`config.mk`:
```
export PLATFORM = sky130hd
export DESIGN_NAME = scanline_run_span_extractor_core_flat
export DESIGN_NICKNAME = d
export VERILOG_FILES = /design/src/design/srse_pkg.sv /design/src/design/srse_pix_if.sv /design/src/design/srse_span_if.sv /design/src/design/srse_cfg_if.sv /design/src/design/scanline_run_span_extractor_core.sv /design/src/design/srse_front.sv /design/src/design/srse_queue.sv /design/src/design/srse_back.sv /design/src/flat_wrapper.sv
export SDC_FILE = /design/constraint.sdc
export NUM_CORES = 1
export LEC_CHECK = 0
export ABC_AREA = 1
export BUFFER_PORTS_ARGS = -buffer_cell sky130_fd_sc_hd__buf_2
export CORE_ASPECT_RATIO = 0.8
export CORE_UTILIZATION = 54
export CTS_BUF_LIST = sky130_fd_sc_hd__clkbuf_8 sky130_fd_sc_hd__clkbuf_16
export DETAILED_ROUTE_END_ITERATION = 12
export PLACE_DENSITY = 0.68
export SLEW_MARGIN = 20
export SYNTH_ARGS = -nofsm -noshare
export SYNTH_HDL_FRONTEND = slang
export SYNTH_SLANG_ARGS = --single-unit
```
`constraint.sdc`:
```
create_clock -name clk_i -period 21.2 [get_ports clk_i]
set_input_delay 1.06 -clock clk_i [delete_from_list [all_inputs] [get_ports clk_i]]
set_output_delay 1.06 -clock clk_i [all_outputs]
set_load 0.02 [all_outputs]
```
`src/design/srse_pkg.sv`:
```
// Shared types and constants of the scanline run span extractor.
// No dependencies; every other file of the block refers to this package.
package srse_pkg;

  // Screen and colour limits
  localparam int ScreenWidth = 1024;
  localparam int MaxStretch  = 8;
  localparam int ColorCount  = 8;
  localparam int MaxRepeat   = 8;
  localparam int QueueDepth  = 4;

  // Field widths
  localparam int XW   = 10;
  localparam int YW   = 10;
  localparam int CW   = 3;
  localparam int SW   = 4;
  localparam int IdxW = 3;

  localparam logic [YW-1:0] YMax = '1;

  // Register indexes of the configuration port
  typedef enum logic [IdxW-1:0] {
    REG_BACKGROUND_COLOR = 3'd0,
    REG_STRETCH_X        = 3'd1,
    REG_REPEAT_Y         = 3'd2,
    REG_ROW_FIRST_X      = 3'd3,
    REG_ROW_LAST_X       = 3'd4
  } cfg_reg_e;

  typedef struct packed {
    logic [CW-1:0] background_color;
    logic [SW-1:0] stretch_x;
    logic [SW-1:0] repeat_y;
    logic [XW-1:0] row_first_x;
    logic [XW-1:0] row_last_x;
  } cfg_t;

  // One finished run to be drawn
  typedef struct packed {
    logic          valid;
    logic [XW-1:0] first_x;
    logic [XW-1:0] last_x;
    logic [CW-1:0] color;
  } run_t;

  // Work for one pixel: a run closed by a colour change, then one closed by row end
  typedef struct packed {
    run_t          run_a;
    run_t          run_b;
    logic [YW-1:0] row_y;
  } entry_t;

  typedef struct packed {
    logic full;
    logic empty;
  } q_stat_t;

endpackage

```
`src/design/srse_pix_if.sv`:
```
// Pixel request channel of the scanline run span extractor.
// Depends on srse_pkg for field widths.
interface srse_pix_if;
  logic                     valid;
  logic                     ready;
  logic [srse_pkg::CW-1:0]  pixel_color;
  logic [srse_pkg::YW-1:0]  row_y;

  modport source (output valid, pixel_color, row_y, input ready);
  modport sink   (input valid, pixel_color, row_y, output ready);
endinterface

```
`src/design/srse_span_if.sv`:
```
// Span request channel of the scanline run span extractor.
// Depends on srse_pkg for field widths.
interface srse_span_if;
  logic                     valid;
  logic                     ready;
  logic [srse_pkg::XW-1:0]  span_first_x;
  logic [srse_pkg::XW-1:0]  span_last_x;
  logic [srse_pkg::YW-1:0]  span_y;
  logic [srse_pkg::CW-1:0]  span_color;
  logic                     last_of_item;

  modport source (output valid, span_first_x, span_last_x, span_y, span_color,
                  last_of_item, input ready);
  modport sink   (input valid, span_first_x, span_last_x, span_y, span_color,
                  last_of_item, output ready);
endinterface

```
`src/design/srse_cfg_if.sv`:
```
// Configuration write channel of the scanline run span extractor.
// Depends on srse_pkg for index and data widths.
interface srse_cfg_if;
  logic                       valid;
  logic                       ready;
  logic [srse_pkg::IdxW-1:0]  index;
  logic [srse_pkg::XW-1:0]    data;

  modport source (output valid, index, data, input ready);
  modport sink   (input valid, index, data, output ready);
endinterface

```
`src/design/scanline_run_span_extractor_core.sv`:
```
// Top level of the scanline run span extractor: config registers, front, queue, back.
// Depends on srse_pkg, the three channel interfaces, srse_front, srse_queue, srse_back.
//
//   channel   dir   payload                                           
//   pix_i     in    pixel_color[2:0], row_y[9:0]                      
//   span_o    out   span_first_x, span_last_x, span_y, span_color, last_of_item
//   cfg_i     in    index[2:0], data[9:0], always ready               
//
// The front end takes one pixel per cycle while the work queue has room.
// Each drawn run yields repeat_y spans (clamped to 1..8) in the back end, one span
// per cycle while the span output is not stalled; a pixel ending two runs yields twice
// that. A first span passes the queue, the back end's entry register and the span
// output register. Reset clears all control state asynchronously; no clearing pass.
// A stalled span output holds the back end; the queue then fills and pixel ready drops.
module scanline_run_span_extractor_core #(
  parameter int QueueDepth = srse_pkg::QueueDepth
) (
  input  logic        clk_i,
  input  logic        rst_ni,
  srse_pix_if.sink    pix_i,
  srse_span_if.source span_o,
  srse_cfg_if.sink    cfg_i
);

  srse_pkg::cfg_t    cfg_q;
  srse_pkg::q_stat_t q_stat;
  srse_pkg::entry_t  push_entry, head_entry;
  logic              q_push, q_pop;

  // Write configuration registers
  assign cfg_i.ready = 1'b1;

  always_ff @(posedge clk_i or negedge rst_ni) begin
    if (!rst_ni) begin
      cfg_q.background_color <= '0;
      cfg_q.stretch_x        <= srse_pkg::SW'(1);
      cfg_q.repeat_y         <= srse_pkg::SW'(1);
      cfg_q.row_first_x      <= '0;
      cfg_q.row_last_x       <= '1;
    end else if (cfg_i.valid && cfg_i.ready) begin
      unique case (srse_pkg::cfg_reg_e'(cfg_i.index))
        srse_pkg::REG_BACKGROUND_COLOR: cfg_q.background_color <= cfg_i.data[srse_pkg::CW-1:0];
        srse_pkg::REG_STRETCH_X:        cfg_q.stretch_x        <= cfg_i.data[srse_pkg::SW-1:0];
        srse_pkg::REG_REPEAT_Y:         cfg_q.repeat_y         <= cfg_i.data[srse_pkg::SW-1:0];
        srse_pkg::REG_ROW_FIRST_X:      cfg_q.row_first_x      <= cfg_i.data;
        srse_pkg::REG_ROW_LAST_X:       cfg_q.row_last_x       <= cfg_i.data;
        default: ;
      endcase
    end
  end

  srse_front u_front (
    .clk_i    (clk_i),
    .rst_ni   (rst_ni),
    .cfg_i    (cfg_q),
    .pix_i    (pix_i),
    .q_stat_i (q_stat),
    .push_o   (q_push),
    .entry_o  (push_entry)
  );

  srse_queue #(
    .Depth (QueueDepth)
  ) u_queue (
    .clk_i   (clk_i),
    .rst_ni  (rst_ni),
    .push_i  (q_push),
    .entry_i (push_entry),
    .pop_i   (q_pop),
    .entry_o (head_entry),
    .stat_o  (q_stat)
  );

  srse_back u_back (
    .clk_i    (clk_i),
    .rst_ni   (rst_ni),
    .cfg_i    (cfg_q),
    .q_stat_i (q_stat),
    .entry_i  (head_entry),
    .pop_o    (q_pop),
    .span_o   (span_o)
  );

`ifndef SYNTH
  // Never push into a full queue
  assert property (@(posedge clk_i) disable iff (!rst_ni) !(q_push && q_stat.full))
    else $error("push into full queue");

  // Never pop an empty queue
  assert property (@(posedge clk_i) disable iff (!rst_ni) !(q_pop && q_stat.empty))
    else $error("pop from empty queue");

  // Spans never run backwards
  assert property (@(posedge clk_i) disable iff (!rst_ni)
                   span_o.valid |-> (span_o.span_first_x <= span_o.span_last_x))
    else $error("span with first column after last column");
`endif

endmodule

```
`src/design/srse_front.sv`:
```
// Front end: accepts pixels, tracks the current run and classifies run ends.
// Depends on srse_pkg and srse_pix_if; pushes work entries into srse_queue.
module srse_front (
  input  logic              clk_i,
  input  logic              rst_ni,
  input  srse_pkg::cfg_t    cfg_i,
  srse_pix_if.sink          pix_i,
  input  srse_pkg::q_stat_t q_stat_i,
  output logic              push_o,
  output srse_pkg::entry_t  entry_o
);

  logic [srse_pkg::XW:0]    next_x_q, next_x_d;
  logic [srse_pkg::XW-1:0]  run_start_q, run_start_d;
  logic [srse_pkg::CW-1:0]  run_color_q, run_color_d;
  logic                     run_open_q, run_open_d;

  logic                     accept;
  logic [srse_pkg::CW-1:0]  color_eff;
  logic [srse_pkg::XW-1:0]  last_x;
  logic [srse_pkg::SW:0]    stretch;
  logic                     drop;
  logic [srse_pkg::XW-1:0]  x0;
  logic [srse_pkg::XW+1:0]  x1_sum;
  logic [srse_pkg::XW-1:0]  x1;
  logic                     change;
  logic                     keep;
  logic [srse_pkg::XW-1:0]  start_m;
  logic [srse_pkg::CW-1:0]  color_m;
  logic                     row_end;

  // Take a pixel whenever the queue has room
  assign pix_i.ready = !q_stat_i.full;
  assign accept      = pix_i.valid && pix_i.ready;

  // Clamp inputs and registers to legal ranges
  always_comb begin
    if (int'(pix_i.pixel_color) >= srse_pkg::ColorCount) begin
      color_eff = cfg_i.background_color;
    end else begin
      color_eff = pix_i.pixel_color;
    end
    if (int'(cfg_i.row_last_x) > srse_pkg::ScreenWidth - 1) begin
      last_x = srse_pkg::XW'(srse_pkg::ScreenWidth - 1);
    end else begin
      last_x = cfg_i.row_last_x;
    end
    stretch = {1'b0, cfg_i.stretch_x};
    if (stretch == '0) begin
      stretch = (srse_pkg::SW+1)'(1);
    end
    if (int'(stretch) > srse_pkg::MaxStretch) begin
      stretch = (srse_pkg::SW+1)'(srse_pkg::MaxStretch);
    end
  end

  // Place the stretched pixel and classify run ends
  always_comb begin
    drop   = next_x_q > {1'b0, last_x};
    x0     = next_x_q[srse_pkg::XW-1:0];
    x1_sum = {1'b0, next_x_q} + (srse_pkg::XW+2)'(stretch) - (srse_pkg::XW+2)'(1);
    if (x1_sum > (srse_pkg::XW+2)'(last_x)) begin
      x1 = last_x;
    end else begin
      x1 = x1_sum[srse_pkg::XW-1:0];
    end
    change  = run_open_q && (color_eff != run_color_q);
    keep    = run_open_q && !change;
    start_m = keep ? run_start_q : x0;
    color_m = keep ? run_color_q : color_eff;
    row_end = (x1 == last_x);

    entry_o.run_a.valid   = change && (run_color_q != cfg_i.background_color);
    entry_o.run_a.first_x = run_start_q;
    entry_o.run_a.last_x  = x0 - srse_pkg::XW'(1);
    entry_o.run_a.color   = run_color_q;
    entry_o.run_b.valid   = row_end && (color_m != cfg_i.background_color);
    entry_o.run_b.first_x = start_m;
    entry_o.run_b.last_x  = last_x;
    entry_o.run_b.color   = color_m;
    entry_o.row_y         = pix_i.row_y;

    push_o = accept && !drop && (entry_o.run_a.valid || entry_o.run_b.valid);
  end

  // Advance run state on each accepted pixel
  always_comb begin
    next_x_d    = next_x_q;
    run_start_d = run_start_q;
    run_color_d = run_color_q;
    run_open_d  = run_open_q;
    if (accept) begin
      priority if (drop) begin
        next_x_d    = {1'b0, cfg_i.row_first_x};
        run_start_d = cfg_i.row_first_x;
        run_open_d  = 1'b0;
      end else if (row_end) begin
        next_x_d    = {1'b0, cfg_i.row_first_x};
        run_start_d = cfg_i.row_first_x;
        run_color_d = color_m;
        run_open_d  = 1'b0;
      end else begin
        next_x_d    = {1'b0, x1} + (srse_pkg::XW+1)'(1);
        run_start_d = start_m;
        run_color_d = color_m;
        run_open_d  = 1'b1;
      end
    end
  end

  always_ff @(posedge clk_i or negedge rst_ni) begin
    if (!rst_ni) begin
      next_x_q    <= '0;
      run_start_q <= '0;
      run_color_q <= '0;
      run_open_q  <= 1'b0;
    end else begin
      next_x_q    <= next_x_d;
      run_start_q <= run_start_d;
      run_color_q <= run_color_d;
      run_open_q  <= run_open_d;
    end
  end

endmodule

```
`src/design/srse_queue.sv`:
```
// Short work queue between front and back end.
// Depends on srse_pkg for the entry and status types.
module srse_queue #(
  parameter int Depth = srse_pkg::QueueDepth
) (
  input  logic              clk_i,
  input  logic              rst_ni,
  input  logic              push_i,
  input  srse_pkg::entry_t  entry_i,
  input  logic              pop_i,
  output srse_pkg::entry_t  entry_o,
  output srse_pkg::q_stat_t stat_o
);

  localparam int PtrW = (Depth > 1) ? $clog2(Depth) : 1;
  localparam int CntW = $clog2(Depth + 1);

  srse_pkg::entry_t mem_q [Depth];
  logic [PtrW-1:0]  wr_ptr_q, wr_ptr_d;
  logic [PtrW-1:0]  rd_ptr_q, rd_ptr_d;
  logic [CntW-1:0]  count_q, count_d;

  assign stat_o.full  = (count_q == CntW'(Depth));
  assign stat_o.empty = (count_q == '0);
  assign entry_o      = mem_q[rd_ptr_q];

  // Advance pointers with wrap at the depth
  always_comb begin
    wr_ptr_d = wr_ptr_q;
    rd_ptr_d = rd_ptr_q;
    count_d  = count_q;
    if (push_i) begin
      wr_ptr_d = (wr_ptr_q == PtrW'(Depth - 1)) ? '0 : wr_ptr_q + PtrW'(1);
    end
    if (pop_i) begin
      rd_ptr_d = (rd_ptr_q == PtrW'(Depth - 1)) ? '0 : rd_ptr_q + PtrW'(1);
    end
    unique case ({push_i, pop_i})
      2'b10:   count_d = count_q + CntW'(1);
      2'b01:   count_d = count_q - CntW'(1);
      default: count_d = count_q;
    endcase
  end

  always_ff @(posedge clk_i or negedge rst_ni) begin
    if (!rst_ni) begin
      wr_ptr_q <= '0;
      rd_ptr_q <= '0;
      count_q  <= '0;
    end else begin
      wr_ptr_q <= wr_ptr_d;
      rd_ptr_q <= rd_ptr_d;
      count_q  <= count_d;
    end
  end

  // Store entries
  always_ff @(posedge clk_i) begin
    if (push_i) begin
      mem_q[wr_ptr_q] <= entry_i;
    end
  end

endmodule

```
`src/design/srse_back.sv`:
```
// Back end: expands queued runs into one span per row of vertical repeat.
// Depends on srse_pkg and srse_span_if; pops entries from srse_queue.
module srse_back (
  input  logic              clk_i,
  input  logic              rst_ni,
  input  srse_pkg::cfg_t    cfg_i,
  input  srse_pkg::q_stat_t q_stat_i,
  input  srse_pkg::entry_t  entry_i,
  output logic              pop_o,
  srse_span_if.source       span_o
);

  logic                     busy_q, busy_d;
  logic                     phase_b_q, phase_b_d;
  logic [2:0]               rep_q, rep_d;
  srse_pkg::entry_t         ent_q, ent_d;
  logic                     out_valid_q, out_valid_d;
  logic [srse_pkg::XW-1:0]  out_first_q, out_last_q;
  logic [srse_pkg::YW-1:0]  out_y_q;
  logic [srse_pkg::CW-1:0]  out_color_q;
  logic                     out_lst_q;

  logic [srse_pkg::SW-1:0]  reps;
  logic [2:0]               last_rep;
  srse_pkg::run_t           cur;
  logic                     adv, emit, final_rep, item_done, load;
  logic [srse_pkg::YW:0]    y_sum;
  logic [srse_pkg::YW-1:0]  y_sat;

  // Clamp repeat count
  always_comb begin
    reps = cfg_i.repeat_y;
    if (reps == '0) begin
      reps = srse_pkg::SW'(1);
    end
    if (int'(reps) > srse_pkg::MaxRepeat) begin
      reps = srse_pkg::SW'(srse_pkg::MaxRepeat);
    end
    last_rep = 3'(reps - srse_pkg::SW'(1));
  end

  // Pick the run and row for this cycle
  always_comb begin
    cur       = phase_b_q ? ent_q.run_b : ent_q.run_a;
    adv       = !out_valid_q || span_o.ready;
    emit      = busy_q && adv;
    final_rep = (rep_q == last_rep);
    item_done = emit && final_rep && (phase_b_q || !ent_q.run_b.valid);
    load      = !q_stat_i.empty && (!busy_q || item_done);
    pop_o     = load;
    y_sum     = {1'b0, ent_q.row_y} + (srse_pkg::YW+1)'(rep_q);
    y_sat     = (y_sum > {1'b0, srse_pkg::YMax}) ? srse_pkg::YMax
                                                 : y_sum[srse_pkg::YW-1:0];
  end

  // Step through repeats and runs, then load the next entry
  always_comb begin
    busy_d      = busy_q;
    phase_b_d   = phase_b_q;
    rep_d       = rep_q;
    ent_d       = ent_q;
    out_valid_d = out_valid_q;
    if (emit) begin
      out_valid_d = 1'b1;
      if (final_rep) begin
        rep_d = '0;
        if (!phase_b_q && ent_q.run_b.valid) begin
          phase_b_d = 1'b1;
        end else begin
          busy_d = 1'b0;
        end
      end else begin
        rep_d = rep_q + 3'd1;
      end
    end else if (span_o.ready) begin
      out_valid_d = 1'b0;
    end
    if (load) begin
      busy_d    = 1'b1;
      ent_d     = entry_i;
      phase_b_d = !entry_i.run_a.valid;
      rep_d     = '0;
    end
  end

  always_ff @(posedge clk_i or negedge rst_ni) begin
    if (!rst_ni) begin
      busy_q      <= 1'b0;
      phase_b_q   <= 1'b0;
      rep_q       <= '0;
      out_valid_q <= 1'b0;
    end else begin
      busy_q      <= busy_d;
      phase_b_q   <= phase_b_d;
      rep_q       <= rep_d;
      out_valid_q <= out_valid_d;
    end
  end

  // Hold entry and span payload
  always_ff @(posedge clk_i) begin
    ent_q <= ent_d;
    if (emit) begin
      out_first_q <= cur.first_x;
      out_last_q  <= cur.last_x;
      out_y_q     <= y_sat;
      out_color_q <= cur.color;
      out_lst_q   <= item_done;
    end
  end

  assign span_o.valid        = out_valid_q;
  assign span_o.span_first_x = out_first_q;
  assign span_o.span_last_x  = out_last_q;
  assign span_o.span_y       = out_y_q;
  assign span_o.span_color   = out_color_q;
  assign span_o.last_of_item = out_lst_q;

endmodule

```
`src/flat_wrapper.sv`:
```
// flat-port wrapper written by rule: the top's interface ports become plain ports
module scanline_run_span_extractor_core_flat 
#(
  parameter int QueueDepth = srse_pkg::QueueDepth
)
  (clk_i, rst_ni, pix_i_valid, pix_i_pixel_color, pix_i_row_y, pix_i_ready, span_o_valid, span_o_span_first_x, span_o_span_last_x, span_o_span_y, span_o_span_color, span_o_last_of_item, span_o_ready, cfg_i_valid, cfg_i_index, cfg_i_data, cfg_i_ready);
  srse_pix_if pix_i_i ();
  srse_span_if span_o_i ();
  srse_cfg_if cfg_i_i ();
  input  logic clk_i;
  input  logic rst_ni;
  input wire logic [$bits(pix_i_i.valid)-1:0] pix_i_valid;
  input wire logic [$bits(pix_i_i.pixel_color)-1:0] pix_i_pixel_color;
  input wire logic [$bits(pix_i_i.row_y)-1:0] pix_i_row_y;
  output wire logic [$bits(pix_i_i.ready)-1:0] pix_i_ready;
  output wire logic [$bits(span_o_i.valid)-1:0] span_o_valid;
  output wire logic [$bits(span_o_i.span_first_x)-1:0] span_o_span_first_x;
  output wire logic [$bits(span_o_i.span_last_x)-1:0] span_o_span_last_x;
  output wire logic [$bits(span_o_i.span_y)-1:0] span_o_span_y;
  output wire logic [$bits(span_o_i.span_color)-1:0] span_o_span_color;
  output wire logic [$bits(span_o_i.last_of_item)-1:0] span_o_last_of_item;
  input wire logic [$bits(span_o_i.ready)-1:0] span_o_ready;
  input wire logic [$bits(cfg_i_i.valid)-1:0] cfg_i_valid;
  input wire logic [$bits(cfg_i_i.index)-1:0] cfg_i_index;
  input wire logic [$bits(cfg_i_i.data)-1:0] cfg_i_data;
  output wire logic [$bits(cfg_i_i.ready)-1:0] cfg_i_ready;
  assign pix_i_i.valid = pix_i_valid;
  assign pix_i_i.pixel_color = pix_i_pixel_color;
  assign pix_i_i.row_y = pix_i_row_y;
  assign pix_i_ready = pix_i_i.ready;
  assign span_o_valid = span_o_i.valid;
  assign span_o_span_first_x = span_o_i.span_first_x;
  assign span_o_span_last_x = span_o_i.span_last_x;
  assign span_o_span_y = span_o_i.span_y;
  assign span_o_span_color = span_o_i.span_color;
  assign span_o_last_of_item = span_o_i.last_of_item;
  assign span_o_i.ready = span_o_ready;
  assign cfg_i_i.valid = cfg_i_valid;
  assign cfg_i_i.index = cfg_i_index;
  assign cfg_i_i.data = cfg_i_data;
  assign cfg_i_ready = cfg_i_i.ready;
  scanline_run_span_extractor_core #(.QueueDepth(QueueDepth)) u_core (.clk_i(clk_i), .rst_ni(rst_ni), .pix_i(pix_i_i), .span_o(span_o_i), .cfg_i(cfg_i_i));
endmodule
```
==> metrics.txt <==
Async S/R FF share, synth=17.6%; vias in the first global route=10500; crit share post-route=27.5%; # clock sinks=392; chip height=161 um; Placement Cell Area=0.0178 mm^2; synthesis-to-finish area growth=11.8%; Final Critical Period=5.82 ns; Setup-failing EPs final=0; relative slew slack=27.4%; Tightest Pin Transition=1.09 ns; Post-CTS Resized=0; Max clock buf depth=3; status=finished, final reports clean; total power=3.25 mW; Max-cap violations=0; Layout Nets=1659; pre-CTS setup slack=15.41 ns; Switch Pwr=1.31 mW; hold buffer count at CTS=0; fillcell total=2432; total grt overflow=0; synthesized area=0.0171 mm^2; H-tree levels=2; GP Congestion=0.872; P_leak=7.61 nW; Crit path largest cell delay=0.70 ns; Cell Int Power=1.95 mW; worst setup margin=15.38 ns; post-synthesis cell count=1512; switching part of the total=40.2%; Die ar.=0.0325 mm^2; post-synthesis sequential area ratio=66.8%; RSZ-0062 raised after global routing=no; type of origin of the critical path=flip-flop; Crit Path Max Fanout=58; final instance area=0.0192 mm^2; Max Clock Freq=0.172 GHz; Top cell by count, worst path=nand2_1; Synth Register Bits=392; synthesized area per cell=11.3 um^2; CP Capture Type=flip-flop; final core utilization=62.2%; wire per inst=19.3 um; PwrDens=170 mW/mm^2; maximum VDD drop=0.000113 V; FP Rows=57; Inserted Diodes=0; Post-Route WL=38800 um; Worst EP arrival=5.97 ns; starting DRC count in detailed routing=856; Die Span X=201 um; Worst Hold Class=flip-flop to flip-flop; Multi-input gate area=0.00506 mm^2; Setup TNS Final=0 ns; largest net degree at the start of global routing=84; post-detail-place hpwl=24500 um; setup clock skew after layout=0.0227 ns; clk_lat worst skew=0.54 ns; # Post-CTS Setup Buffers=0; antenna-violating nets left=0; Clk pwr share=21.5%; crit path max-delay cell type=buf_4; CTS tree=yes; first-pass GRT wire length=60000 um; post-synthesis net count=1600; fraction of power consumed by sequential logic=39.1%; Ports=68; Initial Utilization=55.6%; layout cells sized above 1=12.7%; placeable core area=0.0308 mm^2; kind of critical path=flip-flop to flip-flop; Logic pwr share=39.4%; Critical Path RT=21.35 ns; clock root cell=clkbuf_16; DRT Pass-1 Iters=5; Unique masters post-synth=44; final-report hold violation count=0; drt via density=5.55; Num CTS Buffers=39; initial antenna violation count=1; Post-synth EDFFs=323; final number of max-transition violations=0; synth warn=0; vias=11200; All-Layer GR Usage=24.4%; Reg clk slew, reported paths=0.06 ns; most common flop cell mapped by yosys=edfxtp_1; PortBufs=66; Reg area=0.0114 mm^2; DRC=0
[logic make-up (layout without fill, tap and decap cells)]
group / count (synthesis) / in the layout / synth area share [%]
simple gates: 599 / 599 / 15.0
flops: 392 / 392 / 66.8
compound gates: 265 / 265 / 8.44
buf+inv: 166 / 255 / 3.86
fa+ha+maj: 57 / 57 / 4.29
xor+xnor: 32 / 32 / 1.64
other cells: 1 / 1 / 0.0219
[cells in the final DEF (no fill, tap or decap), types with 6 or more instances in the layout]
cell       Yosys  layout
inv_1         97     104
o21ai_0      178     178
buf_4          2      14
clkinv_1       0       6
nor2_4         2       6
dfstp_2       12      12
a21oi_1       15      15
buf_2          1      65
edfxtp_1     323     323
xnor2_1       14      14
nor3_1         7       7
inv_2          8       9
nand3_1       57      57
clkbuf_16      0      39
nand2_1      307     307
ha_1          54      54
o22ai_1       58      58
dfrtp_1       57      56
nand2_2       18      18
nor2_1       169     165
nand4_1       12      12
xor2_1        18      18
[critical path, delay by kind of cell, from the launching register on]
| kind | cells | cell delay (ns) |
|---|---|---|
| compound gates | 1 | 0.18 |
| xor+xnor | 1 | 0.31 |
| fa+ha+maj | 4 | 1.22 |
| buf+inv | 4 | 0.93 |
| flops | 1 | 0.38 |
| simple gates | 17 | 2.34 |
[power by group through the flow]
stage / clock network [mW] / registers [mW] / logic (mW)
after floorplan: 0 / 1.29 / 0.885
after global placement: 0 / 1.28 / 1.25
after detailed placement: 0 / 1.29 / 1.27
after CTS: 0.712 / 1.27 / 1.28
after global routing: 0.740 / 1.29 / 1.43
final: 0.697 / 1.27 / 1.28
[worst paths after layout]
check	from	endpoint	slack, ns	cells after the start
worst max-delay path	u_core.cfg_q[27]$_DFFE_PN0P_	u_core.u_queue.mem_q[2][27]$_DFFE_PP_	15.38	27
worst min-delay path	u_core.u_queue.count_q[0]$_DFFE_PN0P_	u_core.u_queue.count_q[0]$_DFFE_PN0P_	0.48	1
worst max register to register	u_core.cfg_q[27]$_DFFE_PN0P_	u_core.u_queue.mem_q[2][27]$_DFFE_PP_	15.38	27
worst min register to register	u_core.u_queue.count_q[0]$_DFFE_PN0P_	u_core.u_queue.count_q[0]$_DFFE_PN0P_	0.48	1
max in group asynchronous	rst_ni	u_core.u_queue.rd_ptr_q[0]$_DFFE_PN0P_	19.86	1
min in group asynchronous	rst_ni	u_core.cfg_q[22]$_DFFE_PN0P_	0.66	1
[flip-flops by register name, indices dropped and copies added (netlist names)]
register	count
u_core.u_back.span_o.span_color	3
u_core.u_queue.count_q	3
u_core.u_front.run_open_q	1
u_core.u_back.span_o.span_last_x	10
u_core.u_queue.rd_ptr_q	2
u_core.u_front.run_color_q	3
u_core.u_back.span_o.last_of_item	1
u_core.u_front.run_start_q	10
u_core.u_back.busy_q	1
u_core.u_queue.mem_q	232
u_core.u_front.next_x_q	11
u_core.cfg_q	31
u_core.u_queue.wr_ptr_q	2
u_core.u_back.span_o.span_first_x	10
u_core.u_back.span_o.valid	1
u_core.u_back.phase_b_q	1
u_core.u_back.rep_q	3
u_core.u_back.ent_q	57
u_core.u_back.span_o.span_y	10
[routing by layer]
metal / wire length [um] / up-vias / global-route usage (%)
met4: 673 / 0 / 6.14
met5: 0 / - / 0
li1: - / 5368 / -
met3: 2840 / 53 / 3.89
met1: 18400 / 5430 / 37.3
met2: 16900 / 328 / 36.4
[cells in the mapped netlist (3+ instances only)]
cell type  instances  area, um^2
nand2_1          307        1150
nand4_2            3        37.5
dfstp_2           12         315
nand4_1           12        75.1
dfrtp_1           57        1430
o21ai_0          178         891
xnor2_1           14         123
a21oi_1           15        75.1
clkbuf_1          54         203
o22ai_1           58         363
nand3_2            4        40.0
nand2_2           18         113
nor2_1           169         634
nand3_1           57         285
buf_6              4        45.0
xor2_1            18         158
nand3b_1           5        37.5
inv_2              8        30.0
nor3_1             7        35.0
ha_1              54         676
edfxtp_1         323        9700
inv_1             97         364
fa_1               3        60.1
or2_2              3        18.8
nor2_2             3        18.8
o211ai_1           4        30.0
[area by class of cell]
cell class	instances	area share (%)
tap	413	2.70
inverter	105	2.06
timing repair buffer	79	2.25
clock inverter	27	1.40
sequential	392	59.7
multi-input combinational	954	26.4
clock buffer	44	5.45
[through the flow]
step | cells | hold WS (ns)
6_report | 2014 | 0.479
5_1_grt | 2014 | 0.510
4_1_cts | 2014 | 0.481
3_5_place_dp | 1943 | 0.468
3_3_place_gp | 1943 | 0.460
2_1_floorplan | 1512 | 0.446
(Power assumes the default switching activity.)
